--- config.mk ---
export PLATFORM = sky130hd
export DESIGN_NAME = double_percent_hex_unescaper_unit
export DESIGN_NICKNAME = d
export VERILOG_FILES = /design/src/hw/rtl/pdu_pkg.sv /design/src/hw/rtl/pdu_scan.sv /design/src/hw/rtl/pdu_rq.sv /design/src/hw/rtl/double_percent_hex_unescaper_unit.sv
export SDC_FILE = /design/constraint.sdc
export NUM_CORES = 1
export LEC_CHECK = 0
export ABC_AREA = 1
export ABC_CLOCK_PERIOD_IN_PS = 13000
export BUFFER_PORTS_ARGS = -buffer_cell sky130_fd_sc_hd__buf_4
export CAP_MARGIN = 5
export CORE_MARGIN = 2
export CORE_UTILIZATION = 44
export DETAILED_ROUTE_END_ITERATION = 16
export MAX_ROUTING_LAYER = met4
export PLACE_DENSITY = 0.58
export SLEW_MARGIN = 25
export SYNTH_ARGS = -nofsm -noshare
export SYNTH_HDL_FRONTEND = slang
export SYNTH_SLANG_ARGS = --single-unit
--- constraint.sdc ---
create_clock -name clk -period 13 [get_ports clk]
set_input_delay 2.6 -clock clk [delete_from_list [all_inputs] [get_ports clk]]
set_output_delay 2.6 -clock clk [all_outputs]
set_load 0.01 [all_outputs]
--- src/hw/rtl/pdu_pkg.sv ---
`default_nettype none

package pdu_pkg;

  localparam logic [7:0] ESC_CHAR = 8'h25;
  localparam int         QDEPTH   = 8;
  localparam int         QCNT_W   = $clog2(QDEPTH + 1);
  localparam int         WIN      = 4;
  localparam int         HOLD     = WIN - 1;

  typedef struct packed {
    logic            last;
    logic [7:0]      data;
  } q_entry_t;

  typedef struct packed {
    logic [WIN-1:0][7:0]  res_byte;
    logic [2:0]           res_cnt;
    logic [HOLD-1:0][7:0] pend_byte;
    logic [1:0]           pend_cnt;
  } scan_t;

  // Bit 4 set means the byte is not a hex digit.
  function automatic logic [4:0] hex_value(input logic [7:0] b);
    logic [4:0] v;
    v = 5'h10;
    if (b >= 8'h30 && b <= 8'h39) begin
      v = {1'b0, 4'(b - 8'h30)};
    end else if (b >= 8'h41 && b <= 8'h46) begin
      v = {1'b0, 4'(b - 8'h37)};
    end else if (b >= 8'h61 && b <= 8'h66) begin
      v = {1'b0, 4'(b - 8'h57)};
    end
    return v;
  endfunction

endpackage

`default_nettype wire

--- src/hw/rtl/pdu_scan.sv ---
`default_nettype none

module pdu_scan (
  input  wire logic [pdu_pkg::HOLD-1:0][7:0] pend_byte,
  input  wire logic [1:0]                    pend_cnt,
  input  wire logic [7:0]                    in_byte,
  input  wire logic                          in_last,
  output pdu_pkg::scan_t                     res
);

  logic [6:0][7:0] win;
  logic [2:0]      len;
  logic [2:0]      i;
  logic [2:0]      rem;
  logic [2:0]      n;
  logic            done;
  logic [4:0]      hex2;
  logic [4:0]      hex3;
  logic            ok_esc;
  logic            ok_hold;

  always_comb begin
    win = '0;
    for (int j = 0; j < pdu_pkg::HOLD; j++) begin
      if (2'(j) < pend_cnt) begin
        win[j] = pend_byte[j];
      end
    end
    win[3'(pend_cnt)] = in_byte;
    len     = 3'(pend_cnt) + 3'd1;
    i       = '0;
    n       = '0;
    done    = 1'b0;
    rem     = '0;
    hex2    = '0;
    hex3    = '0;
    ok_esc  = 1'b0;
    ok_hold = 1'b0;
    res     = '0;
    for (int k = 0; k < pdu_pkg::WIN; k++) begin
      if (!done && i < len) begin
        rem     = len - i;
        hex2    = pdu_pkg::hex_value(win[i + 3'd2]);
        hex3    = pdu_pkg::hex_value(win[i + 3'd3]);
        ok_esc  = rem == 3'd4 && win[i] == pdu_pkg::ESC_CHAR &&
                  win[i + 3'd1] == pdu_pkg::ESC_CHAR && !hex2[4] && !hex3[4];
        ok_hold = !in_last && rem < 3'd4 && win[i] == pdu_pkg::ESC_CHAR &&
                  (rem < 3'd2 || win[i + 3'd1] == pdu_pkg::ESC_CHAR) &&
                  (rem < 3'd3 || !hex2[4]);
        if (ok_esc) begin
          res.res_byte[n[1:0]] = {hex2[3:0], hex3[3:0]};
          n = n + 3'd1;
          i = i + 3'd4;
        end else if (ok_hold) begin
          for (int j = 0; j < pdu_pkg::HOLD; j++) begin
            if (3'(j) < rem) begin
              res.pend_byte[j] = win[i + 3'(j)];
            end
          end
          res.pend_cnt = rem[1:0];
          done = 1'b1;
        end else begin
          res.res_byte[n[1:0]] = win[i];
          n = n + 3'd1;
          i = i + 3'd1;
        end
      end
    end
    res.res_cnt = n;
  end

endmodule

`default_nettype wire

--- src/hw/rtl/pdu_rq.sv ---
`default_nettype none

module pdu_rq (
  input  wire logic                               clk,
  input  wire logic                               rst_n,
  input  wire logic [2:0]                         push_cnt,
  input  wire pdu_pkg::q_entry_t [pdu_pkg::WIN-1:0] push_data,
  input  wire logic                               pop,
  output pdu_pkg::q_entry_t                       head,
  output logic                                    not_empty,
  output logic                                    room
);

  pdu_pkg::q_entry_t [pdu_pkg::QDEPTH-1:0] q_r;
  pdu_pkg::q_entry_t [pdu_pkg::QDEPTH-1:0] q_nxt;
  pdu_pkg::q_entry_t [pdu_pkg::QDEPTH-1:0] sh;
  logic [pdu_pkg::QCNT_W-1:0]              cnt_r;
  logic [pdu_pkg::QCNT_W-1:0]              cnt_nxt;
  logic [pdu_pkg::QCNT_W-1:0]              cnt_kept;
  logic [pdu_pkg::QCNT_W-1:0]              off;

  always_comb begin
    cnt_kept = cnt_r - pdu_pkg::QCNT_W'(pop);
    off      = '0;
    for (int e = 0; e < pdu_pkg::QDEPTH - 1; e++) begin
      sh[e] = pop ? q_r[e + 1] : q_r[e];
    end
    sh[pdu_pkg::QDEPTH-1] = q_r[pdu_pkg::QDEPTH-1];
    for (int e = 0; e < pdu_pkg::QDEPTH; e++) begin
      off      = pdu_pkg::QCNT_W'(e) - cnt_kept;
      q_nxt[e] = sh[e];
      if (pdu_pkg::QCNT_W'(e) >= cnt_kept && off < pdu_pkg::QCNT_W'(push_cnt)) begin
        q_nxt[e] = push_data[off[1:0]];
      end
    end
    cnt_nxt = cnt_kept + pdu_pkg::QCNT_W'(push_cnt);
  end

  always_ff @(posedge clk) begin
    q_r <= q_nxt;
    if (!rst_n) begin
      cnt_r <= '0;
    end else begin
      cnt_r <= cnt_nxt;
    end
  end

  assign head      = q_r[0];
  assign not_empty = cnt_r != '0;
  assign room      = cnt_r <= pdu_pkg::QCNT_W'(pdu_pkg::QDEPTH - pdu_pkg::WIN);

  cnt_bound_a: assert property (@(posedge clk) disable iff (!rst_n)
    cnt_r <= pdu_pkg::QCNT_W'(pdu_pkg::QDEPTH))
    else $error("result queue overfilled");

  pop_only_a: assert property (@(posedge clk) disable iff (!rst_n)
    (pop && push_cnt == 3'd0) |=> cnt_r == $past(cnt_r) - 1'b1)
    else $error("result queue count lost a pop");

endmodule

`default_nettype wire

--- src/hw/rtl/double_percent_hex_unescaper_unit.sv ---
`default_nettype none

// Channel  Direction  tdata          tlast
// in_      slave      [7:0] byte     final byte of the string
// out_     master     [7:0] byte     final result byte of the string
//
// Each input item is decoded in the cycle it is accepted; its results are
// written into an eight-entry result queue and leave one per cycle while out_tready is high.
// One item can be taken every cycle while the queue has room for four results.
// Results are registered in the queue and reach the output from its head.
// Reset clears the held count and empties the queue.
// A stalled output only stops the input once the queue holds more than four items.

module double_percent_hex_unescaper_unit (
  input  wire logic       clk,
  input  wire logic       rst_n,
  input  wire logic       in_tvalid,
  output logic            in_tready,
  input  wire logic [7:0] in_tdata,   // [7:0] in_byte
  input  wire logic       in_tlast,
  output logic            out_tvalid,
  input  wire logic       out_tready,
  output logic [7:0]      out_tdata,  // [7:0] out_byte
  output logic            out_tlast
);

  logic [pdu_pkg::HOLD-1:0][7:0]         pend_byte_r;
  logic [1:0]                            pend_cnt_r;
  pdu_pkg::scan_t                        scan;
  pdu_pkg::q_entry_t [pdu_pkg::WIN-1:0]  push_data;
  pdu_pkg::q_entry_t                     head;
  logic [2:0]                            push_cnt;
  logic                                  in_acc;
  logic                                  pop;

  assign in_acc = in_tvalid && in_tready;
  assign pop    = out_tvalid && out_tready;

  pdu_scan u_scan (
    .pend_byte (pend_byte_r),
    .pend_cnt  (pend_cnt_r),
    .in_byte   (in_tdata),
    .in_last   (in_tlast),
    .res       (scan)
  );

  always_comb begin
    for (int k = 0; k < pdu_pkg::WIN; k++) begin
      push_data[k].data = scan.res_byte[k];
      push_data[k].last = in_tlast && (3'(k) == scan.res_cnt - 3'd1);
    end
    push_cnt = in_acc ? scan.res_cnt : 3'd0;
  end

  always_ff @(posedge clk) begin
    if (in_acc) begin
      pend_byte_r <= scan.pend_byte;
    end
    if (!rst_n) begin
      pend_cnt_r <= '0;
    end else if (in_acc) begin
      pend_cnt_r <= scan.pend_cnt;
    end
  end

  pdu_rq u_rq (
    .clk       (clk),
    .rst_n     (rst_n),
    .push_cnt  (push_cnt),
    .push_data (push_data),
    .pop       (pop),
    .head      (head),
    .not_empty (out_tvalid),
    .room      (in_tready)
  );

  assign out_tdata = head.data;
  assign out_tlast = head.last;

  last_clears_a: assert property (@(posedge clk) disable iff (!rst_n)
    (in_acc && in_tlast) |=> pend_cnt_r == 2'd0)
    else $error("held bytes survive the end of a string");

  last_yields_a: assert property (@(posedge clk) disable iff (!rst_n)
    (in_acc && in_tlast) |-> scan.res_cnt != 3'd0)
    else $error("final item produced no result");

  res_bound_a: assert property (@(posedge clk) disable iff (!rst_n)
    in_acc |-> (scan.res_cnt <= 3'd4 &&
                3'(pend_cnt_r) + 3'd1 >= scan.res_cnt))
    else $error("more results than bytes in the window");

endmodule

`default_nettype wire
# Word level (Yosys, flattened, before mapping)
# Index checks and enable logic that the tools add are counted.
[word_totals] reg_bits=102 latchBits=0 ramBits=0 romBits=0 in_bits=13 out_inout_bits=11 wordCells=487 mem_count=0
[classes] n_addsub=53 multipliers=0 div_mod_pow=0 n_lt_le_gt_ge=123 n_eq_ne=15 n_shift=0 mux=169 n_bitwise=0 n_reduce_logical=106
[ops] cell="2-to-1 mux 26 bit" n=12
[ops] cell="binary-select mux 8 bit (select 3 bit)" n=12
[ops] cell="2-to-1 mux 32 bit" n=9
[ops] cell="2-to-1 mux 8 bit" n=33
[ops] cell="2-to-1 mux 9 bit" n=22
[ops] cell="bitwise mux 32 bit" n=6
[ops] cell="2-to-1 mux 5 bit" n=32
[ops] cell="binary-select mux 9 bit (select 2 bit)" n=8
[ops] cell="greater-or-equal comparator 8 x 7 -> 1 bit, second input constant" n=16
[ops] cell="less-or-equal comparator 8 x 7 -> 1 bit, second input constant" n=16
[ops] cell="logical AND 1 bit" n=77
[ops] cell="demux 8 bit (select 2 bit)" n=4
[ops] cell="== test 8 x 6 -> 1 bit, second input constant" n=8
[ops] cell="greater-or-equal comparator 8 x 6 -> 1 bit, second input constant" n=8
[ops] cell="less-or-equal comparator 8 x 6 -> 1 bit, second input constant" n=8
[ops] cell="subtractor 4 x 3 -> 4 bit, second input constant" n=16
[ops] cell="2-to-1 mux 3 bit" n=20
[ops] cell="bitwise mux 56 bit" n=1
[ops] cell="less-than comparator 3 x 4 -> 1 bit, second input constant" n=12
[ops] cell="less-than comparator 2 x 3 -> 1 bit, second input constant" n=11
[ops] cell="less-than comparator 4 x 3 -> 1 bit" n=8
[ops] cell="subtractor 4 x 1 -> 4 bit, second input constant" n=8
[ops] cell="less-than comparator 1 x 3 -> 1 bit, first input constant" n=8
[ops] cell="less-than comparator 3 x 2 -> 1 bit, second input constant" n=8
[ops] cell="other kinds (31)" n=103

# Depth between registers and ports, before layout
[logic_depth] ltp_word=68 mapped_depth=81 ltp_nobuf=78

# Hierarchy
# A second synthesis with hierarchy kept.
[hier_totals] hier_cells=2498 hier_area_um2=14789.2
[modules_own_cells] mod="pdu_scan" instances=1 cells_per_inst=1847 area_per_inst_um2=9034.9 seq_area_each_um2=0.0
[modules_own_cells] mod="pdu_rq" instances=1 cells_per_inst=599 area_per_inst_um2=4888.4 seq_area_each_um2=2242.2
[modules_own_cells] mod="double_percent_hex_unescaper_unit" instances=1 cells_per_inst=52 area_per_inst_um2=865.8 seq_area_each_um2=760.7

# Least setup slack after synthesis
# No wires, ideal clock.
[synth_timing] kind="input port to flip-flop" start="input in_tdata[0]" end="register u_rq.q_r[36] (netlist name) (enable)" setup_ns=0.335 t_arrival_ns=12.311 required_ns=12.665 setup_slack_ns=0.354 stages=61 n_path_buf=7 path_cell_list="nand2_1 > inv_1 > ha_1 > o21ai_0 > nand2_1 > nand2_2 > nand2_1 > nand3_1 > nor2_4 > nand2_4 > buf_1 > clkbuf_1 > ha_1 > or2_2 > nand2_1 > inv_1 > o21ai_1 > nand3_1 > (+25 left out) > nor2_1 > nand2_1 > nor2_1 > nand2_1 > a21oi_2 > nand2_4 > nand2_1 > nand2_1 > nand2_1 > inv_1 > nor2_1 > inv_1 > ha_1 > a21oi_1 > inv_1 > a2111oi_2 > clkinv_1 > nand2_1"
[synth_via] elab_chain_len=62 word_cells_on_any_way=255 cone_classes="17 x add/sub; 61 x order compare; 11 x eq/ne; 87 x mux; 79 x reduce/logical"
[synth_lines] element="start, declared" line="double_percent_hex_unescaper_unit.sv:19" source="input wire logic [7:0] in_tdata,"
[synth_lines] element="bitwise mux 56 bit (*)" line="pdu_scan.sv:29" source="win[3'(pend_cnt)] = in_byte;"
[synth_lines] element="greater-or-equal comparator 8 x 7 -> 1 bit or less-or-equal comparator 8 x 7 -> 1 bit (tied branches)" line="pdu_pkg.sv:31" source="end else if (b >= 8'h61 && b <= 8'h66) begin"
[synth_lines] element="logical AND 1 bit" line="pdu_pkg.sv:31"
[synth_lines] element="2-to-1 mux 5 bit" line="pdu_pkg.sv:31"
[synth_lines] element="2-to-1 mux 5 bit" line="pdu_pkg.sv:29" source="end else if (b >= 8'h41 && b <= 8'h46) begin"
[synth_lines] element="2-to-1 mux 5 bit" line="pdu_pkg.sv:27" source="if (b >= 8'h30 && b <= 8'h39) begin"
[synth_lines] element="2-to-1 mux 5 bit" line="pdu_scan.sv:41" source="if (!done && i < len) begin"
[synth_lines] element="logical NOT 1 bit" line="pdu_scan.sv:46, pdu_scan.sv:49"
[synth_lines] element="(+46 left out)"
[synth_lines] element="logical AND 1 bit" line="pdu_scan.sv:48" source="(rem < 3'd2 || win[i + 3'd1] == pdu_pkg::ESC_CHAR) &&"
[synth_lines] element="2-to-1 mux 3 bit" line="pdu_scan.sv:54" source="end else if (ok_hold) begin"
[synth_lines] element="2-to-1 mux 3 bit" line="pdu_scan.sv:50" source="if (ok_esc) begin"
[synth_lines] element="2-to-1 mux 3 bit (*)" line="pdu_scan.sv:41"
[synth_lines] element="2-to-1 mux 3 bit (*)" line="double_percent_hex_unescaper_unit.sv:52" source="push_cnt = in_acc ? scan.res_cnt : 3'd0;"
[synth_lines] element="less-than comparator 4 x 3 -> 1 bit (*)" line="pdu_rq.sv:32" source="if (pdu_pkg::QCNT_W'(e) >= cnt_kept && off < pdu_pkg::QCNT_W'(push_cnt)) begin"
[synth_lines] element="logical AND 1 bit (*)" line="pdu_rq.sv:32"
[synth_lines] element="nonzero test 2 bit (no source line) (*)"
[synth_lines] element="end signal, assigned" line="pdu_rq.sv:40" source="q_r <= q_nxt;"
[synth_lines] element="end, declared" line="pdu_rq.sv:14" source="pdu_pkg::q_entry_t [pdu_pkg::QDEPTH-1:0] q_r;"
# Mark *: on every way between the ends. The rest lies on a longest branch, timed or not. The select of a mux whose other input is x is not followed.
# A chain may end at the register's enable or synchronous reset.

==> summary.md <==
| Metric | Value |
|---|---|
| 1st-iter DRT viols | `2483` |
| Crit path time final | `roughly 12000 ps` |
| Initial antenna violation count | `0` |
| R2R cell count | `59` |
| Worst Tran Pin Value | `about 980 ps` |
| Crit-path slowest cell | `buf_4` |
| Nets@finish | `2650` |
| Fraction of registers with async set/reset | `0%` |
| Hpwl dp | `54700 um` |
| WS Path Type | `input pin to flop` |
| Area grow syn2layout | `7.25%` |
| Post-Route WL | `68800 um` |
| Global route overflow | `0` |
| Die area | `35700 sq um` |
| Root buffer cell | `clkbuf_16` |
| Starting Density | `between 40% and 50%` |
| CTS buffer count | `9` |
| CP max FO | `38` |
| Setup crit start | `in_tdata[0]` |
| Synth warnings | `0` |
| Dpl cells | `slightly below 3000` |
| CP peak stage delay | `450 ps` |
| MaxCap Viol Count | `0` |
| Worst Setup Start Kind | `input pin` |
| Placed cell area | `15700 sq um` |
| Gpl congestion | `1.09` |
| Hold Fails Final Rpt | `0` |
| Mapped Cells | `2549` |
| Clk Latency, worst-skew pair | `360 ps` |
| DR WL/cell | `~23 um` |
| Most numerous cell in the Yosys netlist | `nand2_1` |
| Slew Limit Fails | `0` |
| Port Buffers | `23` |
| Vias in the first global route | `roughly 17000` |
| Die W | `189 um` |
| Via count | `between 15000 and 20000` |
| Adder-cell share of the synthesized area | `7.06%` |
| First-pass GRT wire length | `103000 um` |
| Leading area contributor after synthesis | `nand2_1` |
| Die span in y | `189 um` |
| Period utilisation layout | `between 90 and 100%` |
| Final setup viols | `0` |
| Worst Hold Class | `flop to flop` |
| Outcome | `complete, no violations` |
| Synth top area share | `22.1%` |
| Multiplexer share of the synthesized area | `0%` |
| # diodes | `0` |
| CP arrival | `12470 ps` |
| CTS H-tree lvls | `3` |
| RR Endpoint | `u_rq.head[6]` |
| Synth Area in Compound Gates | `between 10% and 20%` |
| Netlist Area Pre-Place | `15000 sq um` |
| Via/cell ratio | `6.10` |
| Design Area, Final | `16100 sq um` |
| Critical Path RT | `13220 ps` |
| Clock sink total | `102` |
| Synthesized area per cell | `a little under 6 sq um` |
| Synth top cells by count | `nand2_1 (883), nand3_1 (498), inv_1 (232), nor2_1 (187), o21ai_0 (113)` |
| Synth Register Bits | `approximately 100` |
| Post-route ant nets | `0` |
| TritonCTS clock tree | `done` |
| Global Route Usage Sum | `between 30% and 40%` |
| Rows | `67` |
| Clock-pin slew on the worst setup and hold paths | `roughly 70 ps` |
| Crit path top cell by count | `nand2_1` |
| Clock skew | `10.0 ps` |
| CP endpoint kind | `flop` |
| CORE AREA | `33600 sq um` |
| Largest family of logic cells by synthesized area | `simple AND/OR/NAND/NOR gates` |
| CTS max path bufs | `2` |
| Largest net degree at the start of global routing | `46` |
| Synth Area in XOR/XNOR | `0.874%` |
| Main synth FF type | `edfxtp_1` |
| Sequential-to-total area share from yosys stat | `20.0%` |
| Ratio of cells with drive above 1 in the final layout | `roughly a tenth` |
| DRC | `0` |
| Hold buffer count at CTS | `0` |
| DR pass1 iterations | `6` |
| R2R setup slack | `1320 ps` |
| Post-Synth Simple-Gate Area | `50.8%` |
| CP Capture Point | `u_rq.head[6]` |
| IO Pins | `24` |
| Number of flops mapped to enable cells by yosys | `96` |
| RR Startpoint | `pend_cnt_r[0]` |
| Synth unique cells | `60` |
| F_max | `0.0816 GHz` |
| Slew headroom | `about a third` |
| Non-Filler Instances | `3007` |
| Synth area leaders | `nand2_1 (22%), edfxtp_1 (19%), nand3_1 (17%)` |
-- critical path, delay by kind of cell --
kind	cells	cell delay [ps]
AOI/OAI and AO/OA	5	1110
adders and majority gates	4	1100
buffers and inverters	12	2320
and+or+nand+nor	38	5290
-- registers in the layout (all words and copies together) (netlist names) --
signal and flops:
u_rq.q_r 63, pend_cnt_r 2, u_rq.head 9, u_rq.cnt_r 4
pend_byte_r 24
-- routing by layer --
layer	global-route usage, %	share of wire, %	vias up
met3	10.4	13	157
met4	11.9	3.5	0
met2	55.8	41	1141
met5	-	0	-
met1	54.3	43	8601
li1	-	-	8450
-- cell type report --
type	count	area, sq um
clock inverters	6	51.3
clock buffers	10	250
well taps	448	561
fillers	3638	17500
repair inverters	1	5.00
multi-input cells	2075	10500
inverters	269	1030
flip-flops and latches	102	3000
repair buffers	96	728
-- repair_timing --
action                     4_1_cts  5_1_grt
setup endpoints to repair        0      129
gates resized for setup          0       27
setup buffers                    0        5
-- cell usage in the layout, fill, tap and decap left out, types with 8 or more instances in the layout --
master / instances
nand2_1: 877
nand3_1: 497
inv_1: 228
nor2_1: 183
o21ai_0: 113
edfxtp_1: 96
buf_4: 94
ha_1: 78
a21oi_1: 45
nand4_1: 41
nand2_2: 28
inv_2: 26
o211ai_1: 22
nor3_1: 19
nor2_2: 12
nand3_2: 12
nand2_4: 12
o21ai_1: 11
clkbuf_16: 10
or2_2: 9
clkinv_1: 9
a32oi_1: 9
xor2_1: 8
-- logic make-up (layout without fill, tap and decap cells) --
kind of cell    count (synthesis)  count (layout)
buf+inv                       376             382
flops                         102             102
xor+xnor                       15              15
fa+ha+maj                      83              83
other cells                     1               5
simple gates                 1717            1717
compound gates                255             255
-- stage by stage --
step                      hold slack [ps]  setup slack [ps]  utilization, %  setup TNS, ps
after floorplan                       494               354               -              0
after global placement                503              73.4            46.7              0
after detailed placement              503              -173            46.7          -3150
after CTS                             518               190            47.6              0
after global routing                  541             -5.00            48.0          -5.00
final                                 515               747            48.0              0
-- worst min-delay path by stage --
| stage | from | end | slack, ps | cells past startpoint |
|---|---|---|---|---|
| CTS | u_rq.q_r[71] | u_rq.q_r[62] | 520 | 2 |
| global route | u_rq.q_r[50] | u_rq.q_r[41] | 540 | 2 |
| global placement | u_rq.q_r[28] | u_rq.q_r[19] | 500 | 2 |
| finish | u_rq.q_r[35] | u_rq.q_r[26] | 520 | 2 |
| floorplan | u_rq.q_r[36] | u_rq.q_r[27] | 490 | 2 |
| detailed placement | u_rq.q_r[31] | u_rq.q_r[22] | 500 | 2 |
Power is not shown: default switching activity piles up to over one toggle a cycle in this logic, so the estimate is an artifact.
